--- src/design/vhf_pkg.sv ---
// ----------------------------------------------------------------------------
// vhf_pkg
// Shared types and constants of the voice-activity hangover state machine.
// ----------------------------------------------------------------------------
`default_nettype none

package vhf_pkg;

  localparam int unsigned FLAG_W  = 8;
  localparam int unsigned MS_W    = 16;
  localparam int unsigned STATE_W = 2;
  localparam int unsigned CFG_IDX_W = 1;

  localparam logic [MS_W-1:0]   HOLD_ON_RST  = 16'd200;
  localparam logic [MS_W-1:0]   HOLD_OFF_RST = 16'd1000;
  localparam logic [MS_W-1:0]   MS_MAX       = '1;
  localparam logic [FLAG_W-1:0] SPEECH_FLAG  = 8'd1;

  // Kinds of input transaction.
  localparam logic ACT_TICK   = 1'b0;
  localparam logic ACT_REPORT = 1'b1;

  typedef enum logic [STATE_W-1:0] {
    ST_IDLE = 2'd0,
    ST_PRE  = 2'd1,
    ST_SPCH = 2'd2,
    ST_POST = 2'd3
  } vhf_state_t;

  typedef enum logic [CFG_IDX_W-1:0] {
    REG_HOLD_ON  = 1'b0,
    REG_HOLD_OFF = 1'b1
  } vhf_reg_t;

  // One accepted transaction as seen by the state machine.
  typedef struct packed {
    logic step;
    logic is_report;
    logic speech;
  } vhf_step_t;

  typedef struct packed {
    logic [MS_W-1:0] hold_on;
    logic [MS_W-1:0] hold_off;
  } vhf_cfg_t;

endpackage

`default_nettype wire

--- src/design/vhf_if.sv ---
// ----------------------------------------------------------------------------
// vhf_in_if / vhf_out_if
// Valid/ready channels of the hangover state machine.
// ----------------------------------------------------------------------------
`default_nettype none

interface vhf_in_if import vhf_pkg::*; ();
  logic              valid;
  logic              ready;
  logic              action;
  logic [FLAG_W-1:0] vad_value;

  modport source (output valid, output action, output vad_value, input ready);
  modport sink   (input valid, input action, input vad_value, output ready);
endinterface

interface vhf_out_if import vhf_pkg::*; ();
  logic               valid;
  logic               ready;
  logic [STATE_W-1:0] fsm_state_out;
  logic               active;

  modport source (output valid, output fsm_state_out, output active, input ready);
  modport sink   (input valid, input fsm_state_out, input active, output ready);
endinterface

`default_nettype wire

--- src/design/vhf_fsm.sv ---
// ----------------------------------------------------------------------------
// vhf_fsm
// Four-state hangover machine with a saturating millisecond counter.
// ----------------------------------------------------------------------------
`default_nettype none

module vhf_fsm import vhf_pkg::*; (
  input  wire logic       clk,
  input  wire logic       rst_n,
  input  wire vhf_step_t  step,
  input  wire vhf_cfg_t   cfg,
  output vhf_state_t      state_nxt
);

  vhf_state_t      state_r;
  logic [MS_W-1:0] elapsed_r;
  logic [MS_W-1:0] elapsed_nxt;
  vhf_state_t      go_state;
  logic            go;

  always_ff @(posedge clk) begin
    if (!rst_n) begin
      state_r   <= ST_IDLE;
      elapsed_r <= '0;
    end else if (step.step) begin
      state_r   <= state_nxt;
      elapsed_r <= elapsed_nxt;
    end
  end

  // Transitions are taken only on reports; ticks move the counter alone.
  always_comb begin
    go       = 1'b0;
    go_state = state_r;
    case (state_r)
      ST_IDLE: begin
        if (step.speech) begin
          go = 1'b1; go_state = ST_PRE;
        end
      end
      ST_PRE: begin
        if (!step.speech) begin
          go = 1'b1; go_state = ST_IDLE;
        end else if (elapsed_r >= cfg.hold_on) begin
          go = 1'b1; go_state = ST_SPCH;
        end
      end
      ST_SPCH: begin
        if (!step.speech) begin
          go = 1'b1; go_state = ST_POST;
        end
      end
      ST_POST: begin
        if (step.speech) begin
          go = 1'b1; go_state = ST_SPCH;
        end else if (elapsed_r >= cfg.hold_off) begin
          go = 1'b1; go_state = ST_IDLE;
        end
      end
      default: begin
        go = 1'b1; go_state = ST_IDLE;
      end
    endcase

    if (step.is_report) begin
      state_nxt   = go_state;
      elapsed_nxt = go ? '0 : elapsed_r;
    end else begin
      state_nxt   = state_r;
      elapsed_nxt = (elapsed_r == MS_MAX) ? elapsed_r : elapsed_r + 1'b1;
    end
  end

endmodule

`default_nettype wire

--- src/design/vad_hangover_fsm_top.sv ---
// ----------------------------------------------------------------------------
// vad_hangover_fsm_top
// Qualifies raw voice-activity flags with hold-on and hold-off times.
// ----------------------------------------------------------------------------
//
//   Channel  Direction  Handshake      Contents
//   in_ch    sink       valid/ready    action, vad_value
//   out_ch   source     valid/ready    fsm_state_out, active
//   cfg_*    sink       write enable   cfg_index, cfg_wdata (16 bit)
//
// Every accepted transaction gives exactly one result, registered in the cycle after it is accepted.
// The next state is computed combinationally from the state registers and the
// incoming transaction and lands in the result register, so one transaction
// is taken per cycle while the consumer keeps out_ch.ready high.
// in_ch.ready is high whenever the result register is empty or being drained
// in the same cycle; a stalled result stalls the input for that cycle.
// Reset (rst_n low, synchronous) puts the machine in idle with a zero
// counter, empties the result register and restores the hold times.
//
`default_nettype none

module vad_hangover_fsm_top import vhf_pkg::*; (
  input  wire logic                 clk,
  input  wire logic                 rst_n,
  vhf_in_if.sink                    in_ch,
  vhf_out_if.source                 out_ch,
  input  wire logic                 cfg_we,
  input  wire logic [CFG_IDX_W-1:0] cfg_index,
  input  wire logic [MS_W-1:0]      cfg_wdata
);

  vhf_cfg_t   cfg_r;
  vhf_step_t  step;
  vhf_state_t state_nxt;
  vhf_state_t res_state_r;
  logic       res_valid_r;
  logic       in_accept;

  // Configuration registers. Writes must arrive only while the block is idle; the block itself does not enforce this.
  always_ff @(posedge clk) begin
    if (!rst_n) begin
      cfg_r.hold_on  <= HOLD_ON_RST;
      cfg_r.hold_off <= HOLD_OFF_RST;
    end else if (cfg_we) begin
      case (vhf_reg_t'(cfg_index))
        REG_HOLD_ON:  cfg_r.hold_on  <= cfg_wdata;
        REG_HOLD_OFF: cfg_r.hold_off <= cfg_wdata;
        default: ;
      endcase
    end
  end

  // The result register frees its slot in the same cycle it is drained, so
  // the input is not held back by a consumer that is ready.
  assign in_ch.ready = !res_valid_r || out_ch.ready;
  assign in_accept   = in_ch.valid && in_ch.ready;

  // A report counts as speech only when its flag is exactly one.
  assign step.step      = in_accept;
  assign step.is_report = (in_ch.action == ACT_REPORT);
  assign step.speech    = (in_ch.vad_value == SPEECH_FLAG);

  vhf_fsm u_fsm (
    .clk       (clk),
    .rst_n     (rst_n),
    .step      (step),
    .cfg       (cfg_r),
    .state_nxt (state_nxt)
  );

  // Result register: holds the state after the last accepted transaction
  // until the consumer takes it.
  always_ff @(posedge clk) begin
    if (!rst_n) begin
      res_valid_r <= 1'b0;
    end else if (in_accept) begin
      res_valid_r <= 1'b1;
    end else if (out_ch.ready) begin
      res_valid_r <= 1'b0;
    end
  end

  always_ff @(posedge clk) begin
    if (in_accept) begin
      res_state_r <= state_nxt;
    end
  end

  assign out_ch.valid         = res_valid_r;
  assign out_ch.fsm_state_out = res_state_r;
  assign out_ch.active        = (res_state_r != ST_IDLE);

endmodule

`default_nettype wire

--- src/flat_wrapper.sv ---
// flat-port wrapper written by rule: the top's interface ports become plain ports
module vad_hangover_fsm_top_flat import vhf_pkg::*;
  (clk, rst_n, cfg_we, cfg_index, cfg_wdata, in_ch_valid, in_ch_action, in_ch_vad_value, in_ch_ready, out_ch_valid, out_ch_fsm_state_out, out_ch_active, out_ch_ready);
  vhf_in_if in_ch_i ();
  vhf_out_if out_ch_i ();
  input  wire logic clk;
  input  wire logic rst_n;
  input  wire logic cfg_we;
  input  wire logic [CFG_IDX_W-1:0] cfg_index;
  input  wire logic [MS_W-1:0] cfg_wdata;
  input wire logic [$bits(in_ch_i.valid)-1:0] in_ch_valid;
  input wire logic [$bits(in_ch_i.action)-1:0] in_ch_action;
  input wire logic [$bits(in_ch_i.vad_value)-1:0] in_ch_vad_value;
  output wire logic [$bits(in_ch_i.ready)-1:0] in_ch_ready;
  output wire logic [$bits(out_ch_i.valid)-1:0] out_ch_valid;
  output wire logic [$bits(out_ch_i.fsm_state_out)-1:0] out_ch_fsm_state_out;
  output wire logic [$bits(out_ch_i.active)-1:0] out_ch_active;
  input wire logic [$bits(out_ch_i.ready)-1:0] out_ch_ready;
  assign in_ch_i.valid = in_ch_valid;
  assign in_ch_i.action = in_ch_action;
  assign in_ch_i.vad_value = in_ch_vad_value;
  assign in_ch_ready = in_ch_i.ready;
  assign out_ch_valid = out_ch_i.valid;
  assign out_ch_fsm_state_out = out_ch_i.fsm_state_out;
  assign out_ch_active = out_ch_i.active;
  assign out_ch_i.ready = out_ch_ready;
  vad_hangover_fsm_top u_core (.clk(clk), .rst_n(rst_n), .in_ch(in_ch_i), .out_ch(out_ch_i), .cfg_we(cfg_we), .cfg_index(cfg_index), .cfg_wdata(cfg_wdata));
endmodule
--- config.mk ---
export PLATFORM = sky130hd
export DESIGN_NAME = vad_hangover_fsm_top_flat
export DESIGN_NICKNAME = d
export VERILOG_FILES = /design/src/design/vhf_pkg.sv /design/src/design/vhf_if.sv /design/src/design/vhf_fsm.sv /design/src/design/vad_hangover_fsm_top.sv /design/src/flat_wrapper.sv
export SDC_FILE = /design/constraint.sdc
export NUM_CORES = 1
export LEC_CHECK = 0
export BUFFER_PORTS_ARGS = -buffer_cell sky130_fd_sc_hd__buf_2
export CORE_MARGIN = 8
export CORE_UTILIZATION = 50
export CTS_BUF_LIST = sky130_fd_sc_hd__clkbuf_16
export DETAILED_ROUTE_END_ITERATION = 6
export GPL_TIMING_DRIVEN = 0
export PLACE_DENSITY = 0.75
export RECOVER_POWER = 25
export SLEW_MARGIN = 20
export SYNTH_ARGS = -nofsm -noshare
export SYNTH_HDL_FRONTEND = slang
export SYNTH_SLANG_ARGS = --single-unit
--- constraint.sdc ---
create_clock -name clk -period 4.14 [get_ports clk]
set_clock_uncertainty 0.15 [all_clocks]
set_input_delay 0.828 -clock clk [delete_from_list [all_inputs] [get_ports clk]]
set_output_delay 0.828 -clock clk [all_outputs]
set_load 0.02 [all_outputs]
Yosys cells after proc, flatten, opt, wreduce, memory -nomap -nowiden --
Cells that the tools add are included.
Storage, ports and cells: bits in registers 53, input port bits 31, logic and storage cells 46
Operators by class: add/sub/neg operators 1, $lt $le $gt $ge 2, equality and inequality tests 7, mux-type cells 20, bitwise operators 1, reductions and logical operators 9
Operators with widths (count):
- 2-to-1 mux 16 bit | 3
- greater-or-equal comparator 16 bit | 2
- adder 16 x 1 -> 16 bit (second input constant) | 1
- == test 16 bit (second input constant) | 1
- 2-to-1 mux 2 bit | 7
- == test 8 x 1 -> 1 bit (second input constant) | 1
- 2-to-1 mux 1 bit | 8
- case mux 2 bit (4 select lines) | 1
- == test 2 bit (second input constant) | 2
- case mux 1 bit (4 select lines) | 1
- AND reduction 2 bit | 2
- nonzero test 2 bit | 2
- AND reduction 3 bit | 1
- == test 2 x 1 -> 1 bit (second input constant) | 1
- zero test 2 bit | 1
- != test 2 x 1 -> 1 bit (second input constant) | 1
- != test 2 bit (second input constant) | 1
- logical AND 1 bit | 1
- zero test 1 bit | 1
- logical OR 1 bit | 1
- inverter 1 bit | 1

Depth between registers and ports, before layout --
Gate-level depths: netlist of run 1.
depth after elaboration 6, depth in mapped cells 10

Hierarchy --
Synthesis of run 1 repeated with hierarchy kept, for this count alone.
Second synthesis, totals: cell total of the unflattened synthesis 406, area, all modules 3399.5 sq um
By module, submodules not included:
- vhf_fsm | instances 1, cells an instance 263, area each 2010.7 sq um, seq. area each 360.3 sq um
- vad_hangover_fsm_top | instances 1, cells an instance 143, area each 1388.8 sq um, seq. area each 720.7 sq um

Worst setup path after synthesis of run 1 --
Ideal clock, no wire load.
kind input -> register, from in in_ch_vad_value[3], to reg u_core.u_fsm.elapsed_r[7], data arrival time 2.498 ns, data required time 3.868 ns, slack 1.370 ns, stages 7, path buffers 0, path through nor4b_1 > nand2_1 > xnor2_1 > a31oi_1 > o311a_4 > o21ai_4 > o311a_1
On the way: word-level cells in the longest chain between the ends 5, elaborated cells on any way between the ends 8
Ends and longest elaborated chain:
- from (decl) | line flat_wrapper.sv:13 | input wire logic [$bits(in_ch_i.vad_value)-1:0] in_ch_vad_value;
- == test 8 x 1 -> 1 bit (*) | line vad_hangover_fsm_top.sv:61 | assign step.speech = (in_ch.vad_value == SPEECH_FLAG);
- 2-to-1 mux 1 bit, on equally long branches
- case mux 1 bit (4 select lines) (*) | line vhf_fsm.sv:35 | case (state_r)
- != test 2 x 1 -> 1 bit (no source line) (*)
- AND reduction 3 bit (no source line) (*)
- to (signal assigned) | line vhf_fsm.sv:27 | elapsed_r <= elapsed_nxt;
- to (decl) | line vhf_fsm.sv:16 | logic [MS_W-1:0] elapsed_r;
Mark *: on every way between the ends. The rest lies on a longest branch, timed or not. A chain may end at the register's enable or synchronous reset.

Worst setup path in the final report of run 1 --
Ends and elaborated chain as after synthesis.

==> results of run 1 <==
## state kept, by name, summed over array words and instances (netlist names)
| name | flops |
|---|---|
| u_core.out_ch.valid | 1 |
| u_core.u_fsm.state_r | 2 |
| u_core.u_fsm.elapsed_r | 16 |
| u_core.out_ch.fsm_state_out | 2 |
| u_core.cfg_r | 32 |
## power by group
group | internal, W | switching (W)
Combinational | 0.0000535 | 0.0000821
Sequential | 0.000532 | 0.00000909
Clock | 0.000284 | 0.000188
Total | 0.000870 | 0.000279
## cell type report
type	instances	area [um^2]
tap	77	96.34
fill	593	2650
multi-input combinational	279	1849
buffer	18	122.6
sequential	53	1081
clock inverter	3	42.54
clock buffer	5	125.1
inverter	39	146.4
timing repair buffer	34	163.9
## placed cells by master, fill, tap and decap left out, drive strengths merged, types with 2 or more instances in the layout
| cell | count |
|---|---|
| a2111oi | 2 |
| a211oi | 4 |
| a21boi | 2 |
| a21o | 6 |
| a21oi | 37 |
| a31o | 3 |
| a31oi | 6 |
| and3 | 7 |
| buf | 36 |
| clkbuf | 20 |
| dfxtp | 51 |
| edfxtp | 2 |
| ha | 33 |
| inv | 40 |
| nand2 | 70 |
| nand2b | 6 |
| nand3 | 10 |
| nand4 | 6 |
| nor2 | 15 |
| nor2b | 4 |
| nor3 | 7 |
| nor4 | 2 |
| nor4b | 2 |
| o211ai | 12 |
| o21a | 4 |
| o21ai | 14 |
| o21bai | 3 |
| o221a | 7 |
| o311a | 2 |
## kinds of logic (layout without fill, tap and decap cells)
logic type      after synthesis  in the layout  share of synthesized area (%)
flops                        53             53                          33.79
simple gates                135            135                          20.49
xor+xnor                      1              1                         0.2738
compound gates              110            110                          24.13
fa+ha+maj                    33             33                          12.91
buf+inv                      57             99                          8.408
## worst max-delay path, cell delays in order
cell and delay (ns):
sky130_fd_sc_hd__buf_2 0.10, sky130_fd_sc_hd__nor4b_1 0.47, sky130_fd_sc_hd__nand2_1 0.27, sky130_fd_sc_hd__xnor2_1 0.23, sky130_fd_sc_hd__a31oi_1 0.21, sky130_fd_sc_hd__o311a_4 0.28
sky130_fd_sc_hd__o21ai_4 0.12, sky130_fd_sc_hd__o311a_1 0.36
## worst min-delay path by stage
| stage | start | endpoint | slack, ns | cells past startpoint |
|---|---|---|---|---|
| after global routing | u_core.cfg_r[17] | u_core.cfg_r[17] | 0.33 | 2 |
| after global placement | u_core.cfg_r[21] | u_core.cfg_r[21] | 0.30 | 2 |
| after detailed placement | u_core.cfg_r[18] | u_core.cfg_r[18] | 0.30 | 2 |
| final | u_core.cfg_r[24] | u_core.cfg_r[24] | 0.31 | 2 |
| after floorplan | u_core.cfg_r[10] | u_core.cfg_r[10] | 0.29 | 2 |
| after CTS | u_core.cfg_r[18] | u_core.cfg_r[18] | 0.31 | 2 |
## cells in the mapped netlist (3+ instances only)
master	number	area share, %
sky130_fd_sc_hd__nand3_1	10	1.6
sky130_fd_sc_hd__o21ai_1	5	0.78
sky130_fd_sc_hd__o21bai_1	3	0.70
sky130_fd_sc_hd__a31oi_1	6	1.2
sky130_fd_sc_hd__o221a_1	7	2.5
sky130_fd_sc_hd__ha_1	33	13
sky130_fd_sc_hd__a31o_1	3	0.82
sky130_fd_sc_hd__inv_1	38	4.5
sky130_fd_sc_hd__and3_1	6	1.2
sky130_fd_sc_hd__o21ai_0	8	1.3
sky130_fd_sc_hd__nand2_1	70	8.2
sky130_fd_sc_hd__clkbuf_1	8	0.94
sky130_fd_sc_hd__dfxtp_1	51	32
sky130_fd_sc_hd__a21o_1	5	1.2
sky130_fd_sc_hd__nor2_1	14	1.6
sky130_fd_sc_hd__a21oi_1	37	5.8
sky130_fd_sc_hd__nand2b_1	5	0.98
sky130_fd_sc_hd__o211ai_1	12	2.8
sky130_fd_sc_hd__o21a_1	4	0.94
sky130_fd_sc_hd__nor2b_1	4	0.78
sky130_fd_sc_hd__a211oi_1	4	0.94
sky130_fd_sc_hd__nand4_1	5	0.98
sky130_fd_sc_hd__nor3_1	7	1.1
## per-layer routing
| metal | wire length (um) | vias up | share of wire, % | track usage [%] |
|---|---|---|---|---|
| li1 | - | 1458 | - | - |
| met1 | 3598 | 1331 | 46 | 21.60 |
| met2 | 3747 | 67 | 48 | 29.28 |
| met3 | 304 | 15 | 3.9 | 3.432 |
| met4 | 176 | 0 | 2.2 | 6.402 |
| met5 | 0 | - | 0 | 0 |
## through the flow
| step | setup WS [ns] | instance area (um^2) |
|---|---|---|
| final | 1.305 | 3627 |
| after global placement | 1.034 | 3466 |
| after detailed placement | 0.9889 | 3466 |
| after global routing | 1.117 | 3627 |
| after CTS | 1.307 | 3633 |
| after floorplan | 1.370 | 3199 |
==> flow_metrics.env, run 1 <==
export IMPL_outcome="finished clean"
export IMPL_die_area_um2=9214
export IMPL_power_w=0.001149
export IMPL_postCtsResizedCells=0
export IMPL_ys_dominant_reg_cell="sky130_fd_sc_hd__dfxtp_1"
export IMPL_worstSetupStartpoint="in_ch_vad_value[3]"
export IMPL_synth_warning_count=0
export IMPL_area_growth_syn_to_layout_pct=13.38
export IMPL_report_final_hold_viol_count=0
export IMPL_ctsHtreeMaxLevel=2
export IMPL_route_vias_total=2871
export IMPL_tightest_slew_ns=0.6084
export IMPL_final_period_utilization_pct=68.47
export IMPL_clkSinkCount=53
export IMPL_clkSlewWorstSetupHoldPaths_ns=0.07
export IMPL_setup_tns_ns=0
export IMPL_asyncSetResetFlopFracSynth_pct=0
export IMPL_diodes=0
export IMPL_cts_hold_fix_buffers=0
export IMPL_endpoint="u_core.u_fsm.elapsed_r[7]"
export IMPL_clk_root_buffer_cell="sky130_fd_sc_hd__clkbuf_16"
export IMPL_routabilityCongestion=0.8728
export IMPL_hold_slack_ns=0.3062
export IMPL_ant_nets=0
export IMPL_pwr_density_cell_nw_per_um2=316.9
export IMPL_vdd_ir_drop_worst_mv=0.2375
export IMPL_cp_max_fo=9
export IMPL_wire_length_of_the_first_global_routing_pass_um=12790
export IMPL_drt_drc_violations_left=0
export IMPL_route_final_wire_length_um=7828
export IMPL_cts_post_setup_buffers_inserted=0
export IMPL_route_detailed_wl_per_inst_um=15.41
export IMPL_grt_antenna_before_repair=0
export IMPL_final_min_clock_period_ns=2.835
export IMPL_cp_end_kind="register"
export IMPL_timing_hold_worst_class="reg -> reg"
export IMPL_top_level_ports=36
export IMPL_maxSlewViolCount=0
export IMPL_syn_instance_count=389
export IMPL_p_leak_nw=1.540
export IMPL_drt_pre_antenna_iters=4
export IMPL_synth_edf_count=2
export IMPL_grt_start_max_net_pins=17
export IMPL_port_buffers=34
export IMPL_globalRouteOverflowTotal=0
export IMPL_cts_buf_count=5
export IMPL_synth_seq_area_share_pct=33.79
export IMPL_nets=494
export IMPL_max_freq_mhz=352.8
export IMPL_setup_violations_final=0
export IMPL_reg2reg_from="u_core.u_fsm.elapsed_r[0]"
export IMPL_die_width_um=95.99
export IMPL_gr_usage_all_layers_pct=17.46
export IMPL_effective_utilization_at_floorplan_pct=50.97
export IMPL_worst_setup_path_type="in -> reg"
export IMPL_critical_path_arrival_ns=2.86
export IMPL_avgSynthCellArea_um2=8.224
export IMPL_clock_latency_ns=0.29
export IMPL_syn_area_um2=3199
export IMPL_worst_setup_path_start_kind="input port"
export IMPL_drt_iter0_drc=164
export IMPL_reg2reg_setup_slack_ns=1.36
export IMPL_dieHeight_um=95.99
export IMPL_fraction_of_layout_cells_with_a_size_suffix_above_1_pct=12.06
export IMPL_clock_tree_buffer_depth=2
export IMPL_regToRegEndpoint="u_core.u_fsm.elapsed_r[10]"
export IMPL_synth_seq_cells=53
export IMPL_post_layout_nonfiller_instances=508
export IMPL_design_core_area_um2=6277
export IMPL_worst_ep_required_time_ns=4.17
export IMPL_ys_types=59
export IMPL_synth_fp_nets=453
export IMPL_placed_cells=500
export IMPL_vias_per_cell=5.652
export IMPL_dp_hpwl_um=5929
export IMPL_std_cell_rows=29
export IMPL_worst_relative_slew_slack_pct=59.44
export IMPL_rsz_0062_raised_after_global_routing="no"
export IMPL_grt_pass1_vias=2784
export IMPL_tritoncts="built"
export IMPL_utilization_pct=57.78
export IMPL_maxCapViolCount=0
export IMPL_worst_r2r_cell_count=9
Note: power is estimated with default switching activity, not from simulation.
==> run 2: changes to the inputs <==
- clock period: 4.14 -> 2.77 ns (I/O delays scaled with it)
==> run 2 against run 1 <==
- via count down 0.77%
- final area up 0.38%
- hold slack better by 0.0019 ns
- sequential share of layout area down 0.078 points
- final cell count unchanged
- sequential power up 50%
- global-route usage unchanged
- register-to-register slack worse by 1.3 ns
- non-clock buffer count unchanged
==> flow_metrics.env, run 2 (synthesized netlist as in run 1, its figures left out) <==
export IMPL_drt_iter0_drc=167
export IMPL_die_area_um2=9214
export IMPL_placed_cells=500
export IMPL_report_final_hold_viol_count=0
export IMPL_path_cells="ha_1 -> a211oi_1 -> o21bai_1 -> a2111oi_0 -> o21ai_0 -> o311a_4 -> o21ai_4 -> o221a_1"
export IMPL_p_leak_nw=1.541
export IMPL_grt_use_met3_pct=3.432
export IMPL_design_core_area_um2=6277
export IMPL_cp_max_fo=9
export IMPL_max_freq_mhz=372.7
export IMPL_routabilityCongestion=0.8728
export IMPL_gr_usage_met2_pct=29.28
export IMPL_wire_length_of_the_first_global_routing_pass_um=12790
export IMPL_nFillCells=594
export IMPL_vias_per_cell=5.608
export IMPL_final_period_utilization_pct=96.86
export IMPL_cpLargestDelayFamily="compound AO/OA/AOI/OAI gates"
export IMPL_port_buffers=34
export IMPL_die_width_um=95.99
export IMPL_route_vias_total=2849
export IMPL_grt_antenna_before_repair=0
export IMPL_critical_path_n_buffers_inverters=0
export IMPL_post_layout_nonfiller_instances=508
export IMPL_tightest_slew_ns=0.6026
export IMPL_top_usage_layer="met2"
export IMPL_worst_relative_slew_slack_pct=59.83
export IMPL_clock_latency_ns=0.30
export IMPL_ant_nets=0
export IMPL_grt_util_met1_pct=21.60
export IMPL_worst_path_largest_cell_delay_ns=0.49
export IMPL_nets=494
export IMPL_drt_drc_violations_left=0
export IMPL_diodes=0
export IMPL_cts_buf_count=5
export IMPL_cp_end_kind="register"
export IMPL_area_growth_syn_to_layout_pct=13.81
export IMPL_route_final_wire_length_um=7829
export IMPL_effective_utilization_at_floorplan_pct=50.97
export IMPL_worst_ep_required_time_ns=2.86
export IMPL_worst_setup_path_type="reg -> reg"
export IMPL_ctsHtreeMaxLevel=2
export IMPL_clkSlewWorstSetupHoldPaths_ns=0.07
export IMPL_hold_slack_ns=0.3082
export IMPL_std_cell_rows=29
export IMPL_maxSlewViolCount=0
export IMPL_grt_pass1_vias=2784
export IMPL_final_common_cell="sky130_fd_sc_hd__nand2_1"
export IMPL_critPathSlowestCell="sky130_fd_sc_hd__dfxtp_1"
export IMPL_globalRouteOverflowTotal=0
export IMPL_drt_pre_antenna_iters=4
export IMPL_reg2reg_setup_slack_ns=0.09
export IMPL_register_with_the_most_flip_flops="u_core.cfg_r"
export IMPL_rsz_0062_raised_after_global_routing="no"
export IMPL_grt_start_max_net_pins=17
export IMPL_area_occupied_by_registers_um2=1082
export IMPL_cts_post_setup_buffers_inserted=0
export IMPL_route_detailed_wl_per_inst_um=15.41
export IMPL_dieHeight_um=95.99
export IMPL_pwr_density_cell_nw_per_um2=473.7
export IMPL_critical_path_arrival_ns=2.77
export IMPL_commonest_non_fill_non_tap_cells_in_the_layout="sky130_fd_sc_hd__nand2_1, sky130_fd_sc_hd__dfxtp_1, sky130_fd_sc_hd__inv_1"
export IMPL_worst_setup_path_start_kind="register"
export IMPL_dp_hpwl_um=5929
export IMPL_final_min_clock_period_ns=2.683
export IMPL_timing_hold_worst_class="reg -> reg"
export IMPL_gr_usage_all_layers_pct=17.46
export IMPL_clk_root_buffer_cell="sky130_fd_sc_hd__clkbuf_16"
export IMPL_top_level_ports=36
export IMPL_clkSinkCount=53
export IMPL_maxCapViolCount=0
export IMPL_vdd_ir_drop_worst_mv=0.3558
export IMPL_multiInputGateArea_um2=1862
export IMPL_cts_hold_fix_buffers=0
export IMPL_tritoncts="built"
export IMPL_fraction_of_layout_cells_with_a_size_suffix_above_1_pct=12.30
export IMPL_layout_top_registers="u_core.cfg_r (32), u_core.u_fsm.elapsed_r (16)"
export IMPL_clock_tree_buffer_depth=2
export IMPL_outcome="finished clean"
export IMPL_largest_register_ff_count=32
export IMPL_setup_violations_final=0
[run 2: cell type report]
cell class	instances	area share, %
multi-input combinational	279	51.13
clock buffer	5	3.436
clock inverter	3	1.168
inverter	39	4.021
timing repair buffer	34	4.502
buffer	18	3.368
sequential	53	29.73
tap	77	2.646
[run 2: per-layer routing]
metal  wire length [um]  share of wire, %
met5                  0                 0
met4                172               2.2
met3                304               3.9
met2               3763                48
met1               3589                46
[run 2: worst paths after layout]
check                               endpoint                  startpoint  cells past startpoint
setup / recovery  u_core.u_fsm.elapsed_r[10]  u_core.u_fsm.elapsed_r[13]                      8
hold / removal              u_core.cfg_r[18]            u_core.cfg_r[18]                      2
setup reg to reg  u_core.u_fsm.elapsed_r[10]  u_core.u_fsm.elapsed_r[13]                      8
hold reg to reg             u_core.cfg_r[18]            u_core.cfg_r[18]                      2
[run 2: power by group]
| group | internal (W) | leakage (nW) | total [W] | switching, W |
|---|---|---|---|---|
| combinational | 0.0000816 | 1.02 | 0.000205 | 0.000123 |
| clock | 0.000425 | 0.0852 | 0.000711 | 0.000286 |
| sequential | 0.000796 | 0.437 | 0.000809 | 0.0000136 |
[run 2: stage by stage]
stage	setup WS (ns)	total power [W]	cell area (um^2)	util (%)	setup TNS, ns
global placement	-0.06239	0.001020	3466	55.21	-0.06239
finish	0.08691	0.001725	3641	58.00	0
CTS	0.07166	0.001725	3635	57.90	0
detailed placement	-0.1071	0.001028	3466	55.21	-0.1071
global route	0.008960	0.001783	3641	58.00	0
floorplan	0.2742	0.0009572	3199	-	0
[run 2: what timing repair did]
action,4_1_cts,5_1_grt
pin swaps,0,2
resized for setup,1,1
setup endpoints to repair,5,11
[run 2: tightest hold or removal path: stages (launching register included)]
cell and delay [ns]:
sky130_fd_sc_hd__dfxtp_1 0.31, sky130_fd_sc_hd__nand2_1 0.05, sky130_fd_sc_hd__a21oi_1 0.05
==> run 3: changes to the inputs <==
- REMOVE_ABC_BUFFERS: default -> 1
==> run 3 against run 2 <==
- hold slack worse by 0.0023 ns
- sequential cell count stayed put
- final area is 3.7% lower
- worst setup slack better by 0.081 ns
- register-to-register slack better by 0.08 ns
- first-iteration DRC count is 11% lower
- clock-buffer cell count stayed put
- combinational power is 9.8% lower
- largest cell class unchanged
- critical path depth stayed put
- fmax is 3.1% higher
==> flow_metrics.env, run 3 (synthesized netlist as in run 1, its figures left out) <==
export IMPL_die_area_um2=9214
export IMPL_cp_end_kind="register"
export IMPL_route_final_wire_length_um=7180
export IMPL_largest_register_ff_count=32
export IMPL_grt_start_max_net_pins=30
export IMPL_dp_hpwl_um=5385
export IMPL_power_w=0.001590
export IMPL_critical_path_arrival_ns=2.68
export IMPL_register_with_the_most_flip_flops="u_core.cfg_r"
export IMPL_clock_tree_buffer_depth=2
export IMPL_area_occupied_by_registers_um2=1084
export IMPL_drt_drc_violations_left=0
export IMPL_std_cell_rows=29
export IMPL_drt_iter0_drc=149
export IMPL_grt_pass1_vias=2648
export IMPL_clkSlewWorstSetupHoldPaths_ns=0.07
export IMPL_grt_util_met1_pct=19.63
export IMPL_drt_pre_antenna_iters=4
export IMPL_tightest_slew_ns=1.354
export IMPL_nFillCells=597
export IMPL_outcome="finished clean"
export IMPL_timing_hold_worst_path_depth=2
export IMPL_die_width_um=95.99
export IMPL_gr_usage_all_layers_pct=16.09
export IMPL_worst_relative_slew_slack_pct=9.548
export IMPL_critPathSlowestCell="sky130_fd_sc_hd__dfxtp_1"
export IMPL_route_vias_total=2778
export IMPL_setup_tns_ns=0
export IMPL_cts_buf_count=5
export IMPL_grt_use_met3_pct=2.184
export IMPL_worst_ep_required_time_ns=2.85
export IMPL_layout_top_registers="u_core.cfg_r (32), u_core.u_fsm.elapsed_r (16)"
export IMPL_critical_path_n_buffers_inverters=0
export IMPL_wire_length_of_the_first_global_routing_pass_um=11940
export IMPL_setup_violations_final=0
export IMPL_final_period_utilization_pct=93.93
export IMPL_gr_usage_met2_pct=28.55
export IMPL_max_freq_mhz=384.3
export IMPL_dieHeight_um=95.99
export IMPL_routabilityCongestion=0.8060
export IMPL_top_level_ports=36
export IMPL_cpLargestDelayFamily="compound AO/OA/AOI/OAI gates"
export IMPL_ant_nets=0
export IMPL_diodes=0
export IMPL_fraction_of_layout_cells_with_a_size_suffix_above_1_pct=12.02
export IMPL_worst_setup_path_start_kind="register"
export IMPL_design_core_area_um2=6277
export IMPL_tritoncts="built"
export IMPL_pwr_density_cell_nw_per_um2=453.8
export IMPL_clk_root_buffer_cell="sky130_fd_sc_hd__clkbuf_16"
export IMPL_multiInputGateArea_um2=1864
export IMPL_grt_antenna_before_repair=0
export IMPL_final_min_clock_period_ns=2.602
export IMPL_ctsHtreeMaxLevel=2
export IMPL_worst_r2r_cell_count=8
export IMPL_effective_utilization_at_floorplan_pct=50.97
export IMPL_port_buffers=35
export IMPL_p_leak_nw=1.481
export IMPL_vdd_ir_drop_worst_mv=0.3078
export IMPL_area_growth_syn_to_layout_pct=9.542
export IMPL_cts_hold_fix_buffers=0
export IMPL_commonest_non_fill_non_tap_cells_in_the_layout="sky130_fd_sc_hd__nand2_1, sky130_fd_sc_hd__dfxtp_1, sky130_fd_sc_hd__inv_1"
export IMPL_maxCapViolCount=0
export IMPL_top_usage_layer="met2"
export IMPL_path_cells="ha_1 -> and3_1 -> a221oi_1 -> o211a_1 -> o211ai_1 -> o311a_4 -> o21ai_2 -> o221a_1"
export IMPL_cp_max_fo=8
export IMPL_globalRouteOverflowTotal=0
export IMPL_rsz_0062_raised_after_global_routing="no"
export IMPL_nets=479
export IMPL_timing_hold_worst_class="reg -> reg"
export IMPL_vias_per_cell=5.635
export IMPL_final_common_cell="sky130_fd_sc_hd__nand2_1"
export IMPL_dpl_instance_area_um2=3351
export IMPL_report_final_hold_viol_count=0
export IMPL_postLayoutCellArea_um2=3505
export IMPL_maxSlewViolCount=0
export IMPL_worst_setup_path_type="reg -> reg"
export IMPL_clock_latency_ns=0.28
export IMPL_clkSinkCount=53
export IMPL_worst_path_largest_cell_delay_ns=0.45
export IMPL_route_detailed_wl_per_inst_um=14.56
export IMPL_path_length_in_cells_of_the_critical_path=8
run 3: cell count changes in the layout (fill, tap and decap cells not counted), moves of 2 or more:
cell | before | now
sky130_fd_sc_hd__clkinv_1 | 0 | 2
sky130_fd_sc_hd__clkbuf_1 | 13 | 5
sky130_fd_sc_hd__buf_1 | 2 | 0
sky130_fd_sc_hd__buf_6 | 2 | 0
sky130_fd_sc_hd__clkbuf_8 | 2 | 0
run 3: layout make-up:
| cell class | instances | share of cell area, % |
|---|---|---|
| Clock inverter | 3 | 0.3570 |
| Sequential cell | 53 | 30.92 |
| Inverter | 39 | 4.177 |
| Clock buffer | 5 | 3.570 |
| Tap cell | 77 | 2.749 |
| Timing Repair Buffer | 36 | 5.034 |
| Multi-Input combinational cell | 280 | 53.20 |
run 3: per-stage QoR:
| stage | utilization, % | hold slack (ns) | std cells | worst slack [ns] |
|---|---|---|---|---|
| after CTS | 55.59 | 0.3066 | 491 | 0.05807 |
| after global routing | 55.83 | 0.3249 | 493 | 0.01777 |
| final | 55.83 | 0.3058 | 493 | 0.1680 |
| after global placement | 53.34 | 0.2929 | 483 | -0.07999 |
| after floorplan | - | 0.2863 | 371 | 0.2688 |
| after detailed placement | 53.38 | 0.2970 | 483 | -0.1068 |
run 3: routing by layer:
layer | share of wire (%) | up-vias
li1 | - | 1436
met1 | 46 | 1297
met2 | 50 | 43
met3 | 3.3 | 2
met4 | 0.77 | 0
met5 | 0 | -
run 3: what timing repair did:
action / CTS / global route
endpoints found under the setup margin: 4 / 13
resized for setup: 1 / 2
setup buffers: 0 / 1
gates cloned: 0 / 1
pin swaps: 0 / 4
run 3: worst paths after layout:
| check | end | slack (ns) | startpoint |
|---|---|---|---|
| worst max-delay path | u_core.u_fsm.elapsed_r[11] | 0.17 | u_core.u_fsm.elapsed_r[7] |
| worst max register to register | u_core.u_fsm.elapsed_r[11] | 0.17 | u_core.u_fsm.elapsed_r[7] |
| worst min register to register | u_core.cfg_r[12] | 0.31 | u_core.cfg_r[12] |
| worst min-delay path | u_core.cfg_r[12] | 0.31 | u_core.cfg_r[12] |
run 3: power by group:
group	switching, W	internal [W]	total [W]
clock	0.000266	0.000328	0.000594
sequential	0.0000153	0.000796	0.000811
combinational	0.000114	0.0000711	0.000185
run 3: worst min-delay path: stages (launching register included):
cell,delay (ns)
sky130_fd_sc_hd__dfxtp_1,0.31
sky130_fd_sc_hd__nand2_1,0.05
sky130_fd_sc_hd__a21oi_1,0.05
